[config.mk]
export PLATFORM = sky130hd
export DESIGN_NAME = arp_responder_resolver
export DESIGN_NICKNAME = d
export VERILOG_FILES = /design/src/rtl/arprr_pkg.sv /design/src/rtl/arprr_regs.sv /design/src/rtl/arprr_core.sv /design/src/rtl/arprr_skid.sv /design/src/rtl/arp_responder_resolver.sv
export SDC_FILE = /design/constraint.sdc
export NUM_CORES = 1
export LEC_CHECK = 0
export BUFFER_PORTS_ARGS = -buffer_cell sky130_fd_sc_hd__buf_4
export CORE_MARGIN = 5
export CORE_UTILIZATION = 57
export CTS_CLUSTER_DIAMETER = 150
export DETAILED_ROUTE_END_ITERATION = 6
export PLACE_DENSITY_LB_ADDON = 0.08
export SLEW_MARGIN = 20
export SYNTH_ARGS = -nofsm -noshare
export SYNTH_HDL_FRONTEND = slang
export SYNTH_SLANG_ARGS = --single-unit
[constraint.sdc]
create_clock -name clk -period 54.6 [get_ports clk]
set_input_delay 5.46 -clock clk [delete_from_list [all_inputs] [get_ports clk]]
set_output_delay 5.46 -clock clk [all_outputs]
set_load 0.05 [all_outputs]
[src/rtl/arprr_pkg.sv]
`timescale 1ns / 1ps
// ----------------------------------------------------------------------------
// arprr_pkg
// Types and protocol constants shared by the ARP responder/resolver modules.
// ----------------------------------------------------------------------------
package arprr_pkg;

  localparam logic [15:0] ETH_TYPE_ARP = 16'h0806;
  localparam logic [15:0] HW_ETHER     = 16'h0001;
  localparam logic [15:0] PROT_IPV4    = 16'h0800;
  localparam logic [15:0] ARP_OP_REQ   = 16'h0001;
  localparam logic [15:0] ARP_OP_REP   = 16'h0002;

  localparam logic [1:0]  OUT_OP_NONE  = 2'd0;
  localparam logic [1:0]  OUT_OP_REQ   = 2'd1;
  localparam logic [1:0]  OUT_OP_REP   = 2'd2;

  localparam logic [47:0] BCAST_MAC    = 48'hFFFF_FFFF_FFFF;
  localparam logic [15:0] CNT_MAX      = 16'hFFFF;
  localparam logic [15:0] TIMEOUT_RST  = 16'd2000;
  localparam logic [15:0] RETRY_RST    = 16'd250;

  typedef enum logic [1:0] {
    FUNC_PACKET  = 2'd0,
    FUNC_RESOLVE = 2'd1,
    FUNC_TICK    = 2'd2
  } func_t;

  typedef enum logic [1:0] {
    KIND_REPLY    = 2'd0,
    KIND_REQUEST  = 2'd1,
    KIND_RESOLVED = 2'd2,
    KIND_FAILED   = 2'd3
  } kind_t;

  typedef enum logic [1:0] {
    CFG_LOCAL_IP  = 2'd0,
    CFG_LOCAL_MAC = 2'd1,
    CFG_TIMEOUT   = 2'd2,
    CFG_RETRY     = 2'd3
  } cfg_idx_t;

  typedef struct packed {
    logic [31:0] local_ip;
    logic [47:0] local_mac;
    logic [15:0] timeout_ms;
    logic [15:0] retry_ms;
  } cfg_t;

  typedef struct packed {
    logic [1:0]  func;
    logic [15:0] frame_type;
    logic [15:0] hw_type;
    logic [15:0] prot_type;
    logic [15:0] arp_op;
    logic [47:0] sender_mac;
    logic [31:0] sender_ip;
    logic [31:0] target_ip;
    logic [31:0] query_ip;
  } item_t;

  typedef struct packed {
    kind_t       kind;
    logic [47:0] eth_dest;
    logic [1:0]  op;
    logic [47:0] sender_mac;
    logic [31:0] sender_ip;
    logic [47:0] target_mac;
    logic [31:0] target_ip;
    logic [47:0] peer_mac;
  } res_t;

endpackage

[src/rtl/arprr_regs.sv]
`timescale 1ns / 1ps
// ----------------------------------------------------------------------------
// arprr_regs
// Configuration register file: local addresses and resolution timing.
// ----------------------------------------------------------------------------
module arprr_regs (
  input  logic               clk,
  input  logic               rst_n,
  input  logic               cfg_we,
  input  logic [1:0]         cfg_index,
  input  logic [47:0]        cfg_wdata,
  output arprr_pkg::cfg_t    cfg
);

  arprr_pkg::cfg_t cfg_r;
  arprr_pkg::cfg_t cfg_nxt;

  always_comb begin
    cfg_nxt = cfg_r;
    if (cfg_we) begin
      unique case (cfg_index)
        arprr_pkg::CFG_LOCAL_IP:  cfg_nxt.local_ip   = cfg_wdata[31:0];
        arprr_pkg::CFG_LOCAL_MAC: cfg_nxt.local_mac  = cfg_wdata;
        arprr_pkg::CFG_TIMEOUT:   cfg_nxt.timeout_ms = cfg_wdata[15:0];
        arprr_pkg::CFG_RETRY:     cfg_nxt.retry_ms   = cfg_wdata[15:0];
        default:                  cfg_nxt = cfg_r;
      endcase
    end
  end

  always_ff @(posedge clk) begin
    if (!rst_n) begin
      cfg_r.local_ip   <= '0;
      cfg_r.local_mac  <= '0;
      cfg_r.timeout_ms <= arprr_pkg::TIMEOUT_RST;
      cfg_r.retry_ms   <= arprr_pkg::RETRY_RST;
    end else begin
      cfg_r <= cfg_nxt;
    end
  end

  assign cfg = cfg_r;

endmodule

[src/rtl/arprr_core.sv]
`timescale 1ns / 1ps
// ----------------------------------------------------------------------------
// arprr_core
// Input word register, ARP decision logic and resolver state.
// ----------------------------------------------------------------------------
module arprr_core (
  input  logic               clk,
  input  logic               rst_n,
  input  arprr_pkg::cfg_t    cfg,
  input  logic               in_valid,
  output logic               in_ready,
  input  arprr_pkg::item_t   in_item,
  output logic               res_valid,
  input  logic               res_ready,
  output arprr_pkg::res_t    res
);

  logic             s1_valid_r;
  arprr_pkg::item_t s1_item_r;

  logic [47:0] peer_r, peer_nxt;
  logic        resolving_r, resolving_nxt;
  logic [31:0] wanted_r, wanted_nxt;
  logic [15:0] elapsed_r, elapsed_nxt;
  logic [15:0] since_r, since_nxt;

  logic [15:0] elapsed_inc;
  logic [15:0] since_inc;
  logic        hit;
  logic        fire;
  arprr_pkg::res_t res_c;

  assign elapsed_inc = (elapsed_r == arprr_pkg::CNT_MAX) ? elapsed_r : elapsed_r + 16'd1;
  assign since_inc   = (since_r == arprr_pkg::CNT_MAX) ? since_r : since_r + 16'd1;

  always_comb begin
    peer_nxt      = peer_r;
    resolving_nxt = resolving_r;
    wanted_nxt    = wanted_r;
    elapsed_nxt   = elapsed_r;
    since_nxt     = since_r;
    hit           = 1'b0;
    res_c         = '0;
    case (s1_item_r.func)
      arprr_pkg::FUNC_PACKET: begin
        if (!resolving_r) begin
          if (s1_item_r.frame_type == arprr_pkg::ETH_TYPE_ARP &&
              s1_item_r.hw_type == arprr_pkg::HW_ETHER &&
              s1_item_r.prot_type == arprr_pkg::PROT_IPV4 &&
              s1_item_r.arp_op == arprr_pkg::ARP_OP_REQ &&
              s1_item_r.target_ip == cfg.local_ip) begin
            hit              = 1'b1;
            peer_nxt         = s1_item_r.sender_mac;
            res_c.kind       = arprr_pkg::KIND_REPLY;
            res_c.eth_dest   = s1_item_r.sender_mac;
            res_c.op         = arprr_pkg::OUT_OP_REP;
            res_c.sender_mac = cfg.local_mac;
            res_c.sender_ip  = cfg.local_ip;
            res_c.target_mac = s1_item_r.sender_mac;
            res_c.target_ip  = s1_item_r.sender_ip;
          end
        end else if (s1_item_r.frame_type == arprr_pkg::ETH_TYPE_ARP &&
                     s1_item_r.prot_type == arprr_pkg::PROT_IPV4 &&
                     s1_item_r.arp_op == arprr_pkg::ARP_OP_REP &&
                     s1_item_r.sender_ip == wanted_r) begin
          hit           = 1'b1;
          peer_nxt      = s1_item_r.sender_mac;
          resolving_nxt = 1'b0;
          res_c.kind    = arprr_pkg::KIND_RESOLVED;
        end
      end
      arprr_pkg::FUNC_RESOLVE: begin
        if (!resolving_r) begin
          hit              = 1'b1;
          resolving_nxt    = 1'b1;
          wanted_nxt       = s1_item_r.query_ip;
          elapsed_nxt      = '0;
          since_nxt        = '0;
          res_c.kind       = arprr_pkg::KIND_REQUEST;
          res_c.eth_dest   = arprr_pkg::BCAST_MAC;
          res_c.op         = arprr_pkg::OUT_OP_REQ;
          res_c.sender_mac = cfg.local_mac;
          res_c.sender_ip  = cfg.local_ip;
          res_c.target_ip  = s1_item_r.query_ip;
        end
      end
      arprr_pkg::FUNC_TICK: begin
        if (resolving_r) begin
          elapsed_nxt = elapsed_inc;
          since_nxt   = since_inc;
          if (elapsed_inc >= cfg.timeout_ms) begin
            hit           = 1'b1;
            resolving_nxt = 1'b0;
            peer_nxt      = arprr_pkg::BCAST_MAC;
            res_c.kind    = arprr_pkg::KIND_FAILED;
          end else if (since_inc >= cfg.retry_ms) begin
            hit              = 1'b1;
            since_nxt        = '0;
            res_c.kind       = arprr_pkg::KIND_REQUEST;
            res_c.eth_dest   = arprr_pkg::BCAST_MAC;
            res_c.op         = arprr_pkg::OUT_OP_REQ;
            res_c.sender_mac = cfg.local_mac;
            res_c.sender_ip  = cfg.local_ip;
            res_c.target_ip  = wanted_r;
          end
        end
      end
      default: hit = 1'b0;
    endcase
    res_c.peer_mac = peer_nxt;
  end

  // advance the held word unless its result is blocked downstream
  assign fire      = s1_valid_r && (!hit || res_ready);
  assign in_ready  = !s1_valid_r || fire;
  assign res_valid = s1_valid_r && hit;
  assign res       = res_c;

  always_ff @(posedge clk) begin
    if (!rst_n) begin
      s1_valid_r  <= 1'b0;
      peer_r      <= '0;
      resolving_r <= 1'b0;
      wanted_r    <= '0;
      elapsed_r   <= '0;
      since_r     <= '0;
    end else begin
      if (in_ready) begin
        s1_valid_r <= in_valid;
      end
      if (fire) begin
        peer_r      <= peer_nxt;
        resolving_r <= resolving_nxt;
        wanted_r    <= wanted_nxt;
        elapsed_r   <= elapsed_nxt;
        since_r     <= since_nxt;
      end
    end
  end

  always_ff @(posedge clk) begin
    if (in_ready && in_valid) begin
      s1_item_r <= in_item;
    end
  end

endmodule

[src/rtl/arprr_skid.sv]
`timescale 1ns / 1ps
// ----------------------------------------------------------------------------
// arprr_skid
// Output register with a skid stage so the ready path stays registered.
// ----------------------------------------------------------------------------
module arprr_skid (
  input  logic               clk,
  input  logic               rst_n,
  input  logic               s_valid,
  output logic               s_ready,
  input  arprr_pkg::res_t    s_data,
  output logic               m_valid,
  input  logic               m_ready,
  output arprr_pkg::res_t    m_data
);

  logic            out_valid_r;
  arprr_pkg::res_t out_data_r;
  logic            skid_valid_r;
  arprr_pkg::res_t skid_data_r;
  logic            push;

  assign s_ready = !skid_valid_r;
  assign push    = s_valid && s_ready;
  assign m_valid = out_valid_r;
  assign m_data  = out_data_r;

  always_ff @(posedge clk) begin
    if (!rst_n) begin
      out_valid_r  <= 1'b0;
      skid_valid_r <= 1'b0;
    end else if (!out_valid_r || m_ready) begin
      out_valid_r  <= skid_valid_r || push;
      skid_valid_r <= 1'b0;
    end else if (push) begin
      skid_valid_r <= 1'b1;
    end
  end

  always_ff @(posedge clk) begin
    if (!out_valid_r || m_ready) begin
      out_data_r <= skid_valid_r ? skid_data_r : s_data;
    end else if (push) begin
      skid_data_r <= s_data;
    end
  end

endmodule

[src/rtl/arp_responder_resolver.sv]
`timescale 1ns / 1ps
// ----------------------------------------------------------------------------
// arp_responder_resolver
// ARP responder and single-address resolver for Ethernet/IPv4.
// ----------------------------------------------------------------------------
// Takes one input word per clock unless a word with a result is held back by a
// full skid stage. Each word is a received ARP packet, a resolve request or a
// 1 ms tick (in_tuser). The word is registered in the input word register,
// decided against the resolver state and its result, if any, lands in an
// output register backed by a skid stage, so input keeps flowing while a result waits.
// Throughput is one word per cycle unless output back-pressure stalls the
// single decision stage that updates the resolver state. After reset the timeout
// is 2000 ms and the retry interval 250 ms; write configuration only while idle.
// ----------------------------------------------------------------------------
module arp_responder_resolver (
  input  logic         clk,
  input  logic         rst_n,
  input  logic         cfg_we,
  input  logic [1:0]   cfg_index,
  input  logic [47:0]  cfg_wdata,
  input  logic         in_tvalid,
  output logic         in_tready,
  // frame_type, hw_type, prot_type, arp_op, sender_mac, sender_ip,
  // target_ip, query_ip
  input  logic [207:0] in_tdata,
  // func
  input  logic [1:0]   in_tuser,
  output logic         out_tvalid,
  input  logic         out_tready,
  // eth_dest, out_op, out_sender_mac, out_sender_ip, out_target_mac,
  // out_target_ip, peer_mac, zero fill
  output logic [263:0] out_tdata,
  // kind
  output logic [1:0]   out_tuser
);

  arprr_pkg::cfg_t  cfg;
  arprr_pkg::item_t item;
  arprr_pkg::res_t  res;
  arprr_pkg::res_t  out_res;
  logic             res_valid;
  logic             res_ready;

  assign item.func       = in_tuser;
  assign item.frame_type = in_tdata[15:0];
  assign item.hw_type    = in_tdata[31:16];
  assign item.prot_type  = in_tdata[47:32];
  assign item.arp_op     = in_tdata[63:48];
  assign item.sender_mac = in_tdata[111:64];
  assign item.sender_ip  = in_tdata[143:112];
  assign item.target_ip  = in_tdata[175:144];
  assign item.query_ip   = in_tdata[207:176];

  arprr_regs u_regs (
    .clk       (clk),
    .rst_n     (rst_n),
    .cfg_we    (cfg_we),
    .cfg_index (cfg_index),
    .cfg_wdata (cfg_wdata),
    .cfg       (cfg)
  );

  arprr_core u_core (
    .clk       (clk),
    .rst_n     (rst_n),
    .cfg       (cfg),
    .in_valid  (in_tvalid),
    .in_ready  (in_tready),
    .in_item   (item),
    .res_valid (res_valid),
    .res_ready (res_ready),
    .res       (res)
  );

  arprr_skid u_skid (
    .clk     (clk),
    .rst_n   (rst_n),
    .s_valid (res_valid),
    .s_ready (res_ready),
    .s_data  (res),
    .m_valid (out_tvalid),
    .m_ready (out_tready),
    .m_data  (out_res)
  );

  assign out_tuser           = out_res.kind;
  assign out_tdata[47:0]     = out_res.eth_dest;
  assign out_tdata[49:48]    = out_res.op;
  assign out_tdata[97:50]    = out_res.sender_mac;
  assign out_tdata[129:98]   = out_res.sender_ip;
  assign out_tdata[177:130]  = out_res.target_mac;
  assign out_tdata[209:178]  = out_res.target_ip;
  assign out_tdata[257:210]  = out_res.peer_mac;
  assign out_tdata[263:258]  = 6'd0;

endmodule

; ---- Yosys cells after proc, flatten, opt, wreduce, memory -nomap -nowiden
; Cells that the tools add are included.
[classes]
muxes = 45
n_reduce_logical = 32
bitwise = 3
addsub = 2
eq_ne = 16
order_cmp = 2
[ops]
columns = operator, count
row1 = $mux 210, 2
row2 = $pmux 132 s3, 1
row3 = $mux 48, 6
row4 = $mux 131, 2
row5 = $mux 260, 1
row6 = $mux 132, 1
row7 = $mux 130, 1
row8 = $mux 32, 4
row9 = $mux 16, 7
row10 = $pmux 32 s3, 1
row11 = $pmux 48 s2, 1
row12 = $eq 32x32->1, 2
row13 = $pmux 16 s2, 2
row14 = $add 16x1->16 const B, 2
row15 = $eq 16x1->1 const B, 2
row16 = $eq 16x12->1 const B, 2
row17 = $eq 16x16->1 const B, 2
row18 = $ge 16x16->1, 2
row19 = $eq 16x2->1 const B, 1
row20 = $reduce_and 2->1, 6
row21 = $logic_and 1x1->1, 11
row22 = $mux 1, 11
row23 = $eq 2x2->1 const B, 3
row24 = $mux 2, 3
row25 = other kinds (13), 24
[word_totals]
word_cells = 137
out_inout_bits = 268
regBits = 958

; ---- Logic depth before layout (Yosys ltp)
; Gate-level depths: netlist of run 1.
[logic_depth]
ltp_word = 13
depth_mapped = 21
depth_no_buf = 16

; ---- By module
; From an unflattened synthesis of run 1, not the netlist that was laid out.
[hier_totals]
hier_cells = 2726
hier_area_um2 = 38904.8
[by_module_without_submodules]
columns = mod, instances, cells_per_inst, area_per_inst_um2
row1 = arprr_skid, 1, 817, 19098.3
row2 = arprr_core, 1, 1470, 15499.9
row3 = arprr_regs, 1, 432, 4257.8
row4 = arp_responder_resolver, 1, 7, 48.8

; ---- Worst setup path before layout of run 1
; Ideal clock, no wire load.
[synth_path]
path_type = in2reg
start = input out_tready
end = register u_skid.skid_data_r[0] (netlist name), enable pin
setup_slack_ps = 9977
path_stages = 2
setup_time_ps = 4996
arrival_time_ps = 39627
cell_sequence = nand2b_1 nor3_1
[synth_between]
elab_chain_cells = 3
[synth_lines]
columns = element, line
row1 = "start, declared", arp_responder_resolver.sv:29  ; input logic out_tready,
row2 = $logic_or 1x1->1, arprr_skid.sv:41  ; if (!out_valid_r || m_ready) begin
row3 = $not 1->1 (no line), --
row4 = $reduce_and 2->1 (no line), --
row5 = "end signal, assigned", arprr_skid.sv:44  ; skid_data_r <= s_data;
row6 = "end, declared", arprr_skid.sv:20  ; arprr_pkg::res_t skid_data_r;
; No other way between the ends.
; A chain may end at the register's enable or synchronous reset.

; ---- Final worst setup path of run 1
[layout_path]
start = register u_core.since_r[4]
end = output in_tready
[layout_between]
elab_chain_cells = 11
word_cells_on_any_way = 12
cone_classes = add/sub (1) / order compare (1) / eq/ne (1) / mux (5) / reduce/logical (4)
[layout_lines]
columns = element, line
row1 = "start, declared", arprr_core.sv:25  ; logic [15:0] since_r, since_nxt;
row2 = "start signal, assigned", arprr_core.sv:136  ; since_r <= since_nxt;
row3 = $add 16x1->16 / $eq 16x16->1 (equally long branches), arprr_core.sv:34  ; assign since_inc = (since_r == arprr_pkg::CNT_MAX) ? since_r : since_r + 16'd1;
row4 = $mux 16 (*), arprr_core.sv:34
row5 = $ge 16x16->1 (*), arprr_core.sv:96  ; end else if (since_inc >= cfg.retry_ms) begin
row6 = $mux 1 (*), arprr_core.sv:96
row7 = $mux 1 (*), arprr_core.sv:91  ; if (elapsed_inc >= cfg.timeout_ms) begin
row8 = $mux 1 (*), arprr_core.sv:88  ; if (resolving_r) begin
row9 = $pmux 1 s3 (*), arprr_core.sv:44  ; case (s1_item_r.func)
row10 = $logic_not 1->1 (*), arprr_core.sv:114  ; assign fire = s1_valid_r && (!hit || res_ready);
row11 = $logic_or 1x1->1 (*), arprr_core.sv:114
row12 = $logic_and 1x1->1 (*), arprr_core.sv:114
row13 = $logic_or 1x1->1 (*), arprr_core.sv:115  ; assign in_ready = !s1_valid_r || fire;
row14 = "end, declared", arp_responder_resolver.sv:22  ; output logic in_tready,
; Every way passes the cells marked *; elsewhere a longest branch is shown, timed or not.

==> metrics.yaml, run 1 <==
status:
  status: "finished clean"
power:
  powerDensity_nw_per_um2: 34.6
  leakage_nw: 18.6
  ir_worst_vdd_v: 0.0000258
timing:
  maxSlewHeadroom: 0.266
  finalCriticalPeriod_ns: 11.06
  final-hold-violation-count: 0
  slew_viol_final: 0
  max_freq_ghz: 0.0904
  fin_setup_tns_ns: 0
  fin_skew_ns: 0.0307
  setup_violations: 0
  rsz0062_at_grt: "false"
  fin_crit_sh: 0.203
  worstMarginPinSlew_ns: 1.10
critical_path:
  path_max_fanout: 12
  worst-setup-path-type: "register to output pin"
  cp.arrival_ns: 5.60
  worstSetupEndpointType: "output pin"
  critPathRequiredTime_ns: 49.14
  crit_path_start_kind: "register"
synthesis:
  synth_area_leaders: "edfxtp_1, dfxtp_1, mux2_2"
  yosysTopAreaCell: "edfxtp_1"
  synth-edff-count: 730
  synthesis.area_um2: 38300
  ys_ff_latch: 958
  ys.flop_type: "edfxtp_1"
  synthCells: 2905
  synth_cell_types: 64
  synth_area_per_cell_um2: 13.2
  netlist.area_leader.share: 0.572
  ys_warn_count: 0
  async_flop_share: 0
  ys_seq_area_frac: 0.691
floorplan:
  ios: 533
  die_height_um: 269
  fp-row-count: 95
  die_w_um: 269
  die-area_um2: 72500
  start_util: 0.573
  core_area_um2: 66900
route:
  drt_iter0_markers: 2333
  via_per_inst: 5.81
  drcViolationCount: 0
  wl_mm: 101
  vias: 25264
  wl_per_cell_um: 23.2
  firstDrtPassIters: 6
  postRouteAntennaNets: 0
grt:
  grt_first_pass_wirelength_mm: 152
  grt_use_total: 0.268
  grt_max_degree: 158
  grt_pass1_vias: 25367
  grt_antenna_before_repair: 3
  grt_overflow: 0
clock_tree:
  insertion_delay_ns: 0.65
  tritoncts: "built"
  postCtsSetupBuffers: 0
  clk_pin_slew_ns: 0.06
  cts_hold_buf: 0
  cts_root_buffer: "clkbuf_16"
  clk_path_buf_depth: 3
  htreeDepth: 3
  cts.sinks: 958
  cts_resized: 0
  cts_buffers: 97
cells_and_area:
  postLayoutCoreUtil: 0.691
  layout_commonest_cell: "edfxtp_1"
  syn_to_final_growth_pct: 20.7
  final_nets: 3692
  fill_cells: 4755
  multi_input_area_um2: 10800
  layout_common_cells: "edfxtp_1, buf_4, nand2_1"
  seqCellArea_um2: 26500
  drive_gt1_frac: 0.262
placement:
  io_buffer_count: 526
  gp_congestion: 0.842
  dp_hpwl_mm: 65.1
run:
  drv_cap: 0
worst_hold_path:
  hold_path_class: "register to register"
-- power by group --
part,leakage [nW],internal (mW),switching (mW)
Clock,1.59,0.393,0.277
Sequential,9.76,0.806,0.0132
Combinational,7.28,0.0369,0.0738
Total,18.6,1.24,0.363
-- routing by layer --
metal  track usage  up-vias  share of wire
li1              -    11614              -
met1         0.353    12450           0.40
met2         0.446     1029           0.49
met3        0.0608      169          0.076
met4        0.0905        2          0.032
met5             0        -        0.00013
-- cell usage after synthesis (2+ instances only) --
library cell / count
edfxtp_1: 730
nand2_1: 466
a21oi_1: 237
dfxtp_1: 228
mux2_2: 180
clkbuf_1: 129
nor2_1: 105
inv_1: 93
and2_1: 85
o21ai_0: 63
mux2i_1: 56
a221o_1: 48
xnor2_1: 43
nor4_1: 41
xor2_1: 41
ha_1: 38
nand4_1: 34
o31ai_1: 34
a22o_1: 32
buf_2: 30
nand3_1: 30
o211ai_1: 22
a32o_1: 14
nor3_1: 12
and3_1: 9
buf_1: 9
o21a_1: 9
and4_1: 6
buf_4: 6
nor2b_1: 6
nor4b_1: 6
a211oi_1: 5
a41o_1: 5
buf_6: 5
a31oi_1: 4
and4b_1: 4
nor3b_1: 4
o21ai_1: 4
or3_1: 4
or4_1: 3
nand2b_1: 2
-- per-stage QoR --
step                      total power [mW]  instance area (um2)  instances  hold WS (ns)  setup slack (ns)
final                                 1.60                46200       4348         0.448             43.54
after global routing                  1.65                46200       4345         0.461             43.11
after CTS                             1.61                46200       4344         0.450             43.54
after detailed placement             0.945                43000       4162         0.442             44.24
after global placement               0.943                43000       4162         0.437             44.39
after floorplan                      0.898                38300       2910         0.432              9.98
-- area by class of cell --
| cell class | count | share of cell area |
|---|---|---|
| flip-flops and latches | 958 | 0.573 |
| multi-input cells | 1679 | 0.234 |
| repair buffers | 559 | 0.0915 |
| clock buffers | 133 | 0.0590 |
| well taps | 873 | 0.0236 |
| clock inverters | 49 | 0.0111 |
| inverters | 94 | 0.00774 |
| diodes | 3 | 0.000162 |
-- logic make-up after synthesis --
| family | share of synthesized area |
|---|---|
| AO/OA/AOI/OAI | 0.0816 |
| adder cells (fa/ha/maj) | 0.0124 |
| XOR/XNOR | 0.0192 |
| other | 0.0000979 |
| multiplexers | 0.0678 |
| flip-flops | 0.691 |
| buffers and inverters | 0.0293 |
| AND/OR/NAND/NOR | 0.0984 |
-- flip-flops by register name, summed over array words and instances (netlist names) --
name / cells
u_core.resolving_r: 1
u_core.peer_r: 48
u_regs.cfg: 112
u_skid.m_data: 260
u_core.wanted_r: 32
u_skid.skid_data_r: 260
u_core.since_r: 16
u_core.s1_item_r: 210
u_skid.m_valid: 1
u_core.s1_valid_r: 1
u_skid.skid_valid_r: 1
u_core.elapsed_r: 16
-- worst paths after layout --
kind	from	endpoint	slack [ns]	depth (start not counted)
setup / recovery	u_core.since_r[4]	in_tready	43.54	16
hold / removal	u_regs.cfg[69]	u_regs.cfg[69]	0.45	2
setup reg to reg	u_core.since_r[4]	u_skid.skid_data_r[239]	47.94	17
hold reg to reg	u_regs.cfg[69]	u_regs.cfg[69]	0.45	2
-- worst max-delay path: stages, from the launching register on --
cell       delay, ns
dfxtp_1         0.43
and4_1          0.27
and4_1          0.27
nand4_1         0.22
or3_1           0.61
nand3_1         0.33
nor2_1          0.13
xor2_1          0.16
ha_1            0.29
and4_1          0.20
nand2_1         0.08
a2111oi_0       0.55
and4bb_2        0.37
o21ai_1         0.40
o21a_1          0.30
nand2_1         0.10
buf_4           0.22
Note: power is estimated with default switching activity, not from simulation.
==> inputs of run 2 (changes only) <==
- clock period: 54.6 -> 11.1 ns (I/O delays scaled with it)
==> run 2 against run 1 <==
Against the previous run: clock-buffer cell count down 8; clock skew down 0.0032 ns; sequential cell count unchanged; largest power group unchanged; clock power rose to 5.0 times the previous value; register-to-register slack worse by 43 ns; critical path depth unchanged; first-iteration DRC count up 0.30%; routed wire length down 0.60%; worst hold slack better by 0.0041 ns; sequential power rose to 4.9 times the previous value.
==> metrics.yaml, run 2 (same netlist as run 1, synthesis figures left out) <==
timing:
  maxSlewHeadroom: 0.201  # -0.0644
  layout_setup_ws_ns: 4.69  # -38.85 ns
  fin_setup_tns_ns: 0  # unchanged
  setup_violations: 0  # unchanged
  finalCriticalPeriod_ns: 6.41
  slew_viol_final: 0  # unchanged
  worstMarginPinSlew_ns: 1.19  # +0.0857 ns
  max_freq_ghz: 0.156
  fin_hold_ws_ns: 0.452  # +0.00412 ns
  final-hold-violation-count: 0  # unchanged
  fin_skew_ns: 0.0276  # -0.00316 ns
  rsz0062_at_grt: "false"
  fin_crit_sh: 0.578
route:
  wl_mm: 100  # -0.60%
  wl_per_cell_um: 23.0  # -0.47%
  vias: 25134  # -0.51%
  via_per_inst: 5.79  # -0.38%
  drcViolationCount: 0  # unchanged
  postRouteAntennaNets: 0  # unchanged
  drt_iter0_markers: 2340  # +0.30%
  firstDrtPassIters: 6  # unchanged
placement:
  dp.cells: 4161  # -0.024%
  dp_hpwl_mm: 65.4  # +0.56%
  dp_worst_setup_slack_ns: 4.80  # -39.44 ns
  io_buffer_count: 526  # unchanged
  gp_congestion: 0.879  # +4.4%
status:
  status: "finished clean"
clock_tree:
  tritoncts: "built"
  cts_hold_buf: 0  # unchanged
  cts_root_buffer: "clkbuf_16"
  clk_path_buf_depth: 3  # unchanged
  htreeDepth: 3  # unchanged
  cts_resized: 0  # unchanged
  cts.sinks: 958  # unchanged
  clk_pin_slew_ns: 0.06  # about the same
  cts_buffers: 95  # -2.1%
  postCtsSetupBuffers: 0  # unchanged
  insertion_delay_ns: 0.64  # about the same
grt:
  grt_pass1_vias: 25383  # +0.063%
  grt_use_total: 0.265  # -0.00305
  grt_first_pass_wirelength_mm: 151  # -0.68%
  grt_max_degree: 168  # +6.3%
  grt_overflow: 0  # unchanged
  grt_antenna_before_repair: 5  # +2
worst_hold_path:
  hold_path_class: "register to register"
critical_path:
  critPathRequiredTime_ns: 9.99  # -39.15 ns
  cp.arrival_ns: 5.30  # -0.30 ns
  worstSetupEndpointType: "output pin"
  worst-setup-path-type: "register to output pin"
  crit_path_start_kind: "register"
  path_max_fanout: 12  # unchanged
power:
  powerDensity_nw_per_um2: 171  # +390%
  fin_total_pwr_mw: 7.91  # +390%
  seqPwrFrac: 0.510  # -0.002
  p_int_mw: 6.14  # +400%
  switchingPower_mw: 1.77  # +390%
  swShare: 0.224  # -0.00317
  ir_worst_vdd_v: 0.000155  # +500%
  combPwrFrac: 0.069  # about the same
  clkPwrFrac: 0.421  # +0.002
  leakage_nw: 18.6  # about the same
floorplan:
  fp-row-count: 95  # unchanged
  ios: 533  # unchanged
  die-area_um2: 72500  # unchanged
  core_area_um2: 66900  # unchanged
  die_w_um: 269  # unchanged
  die_height_um: 269  # unchanged
  start_util: 0.573  # unchanged
run:
  drv_cap: 0  # unchanged
cells_and_area:
  layout_commonest_cell: "edfxtp_1"
  fin_cells: 4342  # -0.14%
  layout_common_cells: "edfxtp_1, buf_4, nand2_1"
  final_nets: 3688  # -0.11%
  drive_gt1_frac: 0.263  # +0.00132
  fill_cells: 4739  # -0.34%
  syn_to_final_growth_pct: 20.7  # about the same
run 2: cell types whose count changed in the layout (fill, tap and decap cells not counted), sizes merged:
| cell | delta |
|---|---|
| clkbuf | -8 |
| bufinv | +3 |
| clkinvlp | +3 |
| inv | -1 |
| buf | -2 |
| clkinv | -1 |
run 2: layer usage:
layer	vias to the layer above	global-route usage	part of all wire
li1	11581	-	-
met1	12347	0.352	0.41
met2	1031	0.438	0.49
met3	171	0.0588	0.075
met4	4	0.0885	0.032
met5	-	0	0.00025
run 2: final timing paths:
kind                           from                     to  slack, ns  cells past startpoint
setup reg to reg  u_core.since_r[4]  u_core.s1_item_r[123]       4.73                     17
setup / recovery  u_core.since_r[4]              in_tready       4.69                     16
hold / removal       u_regs.cfg[63]         u_regs.cfg[63]       0.45                      2
hold reg to reg      u_regs.cfg[63]         u_regs.cfg[63]       0.45                      2
run 2: metrics by stage:
stage,cell area [um2],utilization
2_1_floorplan,38300,-
3_3_place_gp,43000,0.642
3_5_place_dp,43000,0.642
4_1_cts,46200,0.691
5_1_grt,46200,0.691
6_report,46200,0.691
run 2: worst max-delay path: stages (launching register included):
cell,delay (ns)
dfxtp_1,0.45
and4_1,0.30
and4_1,0.26
nand4_1,0.21
or3_1,0.62
nand3_1,0.33
nor2_1,0.13
xor2_1,0.16
ha_1,0.30
and4_1,0.20
nand2_1,0.06
a2111oi_0,0.28
and4bb_2,0.35
o21ai_1,0.42
o21a_1,0.32
nand2_1,0.10
buf_4,0.22
run 2: final cells by class:
type	instances	area, um2	area share
Antenna cell	3	7.51	0.000162
Sequential cell	958	26500	0.573
Tap cell	873	1090	0.0236
Clock buffer	125	2700	0.0583
Clock inverter	53	587	0.0127
Inverter	94	358	0.00774
Timing Repair Buffer	557	4210	0.0910
Multi-Input combinational cell	1679	10800	0.234
run 2: power groups by stage:
stage	Combinational [mW]	Sequential, mW	Clock (mW)
floorplan	0.183	4.22	0
global placement	0.536	4.10	0
detailed placement	0.543	4.11	0
CTS	0.545	4.03	3.38
global route	0.575	4.04	3.53
finish	0.546	4.03	3.33
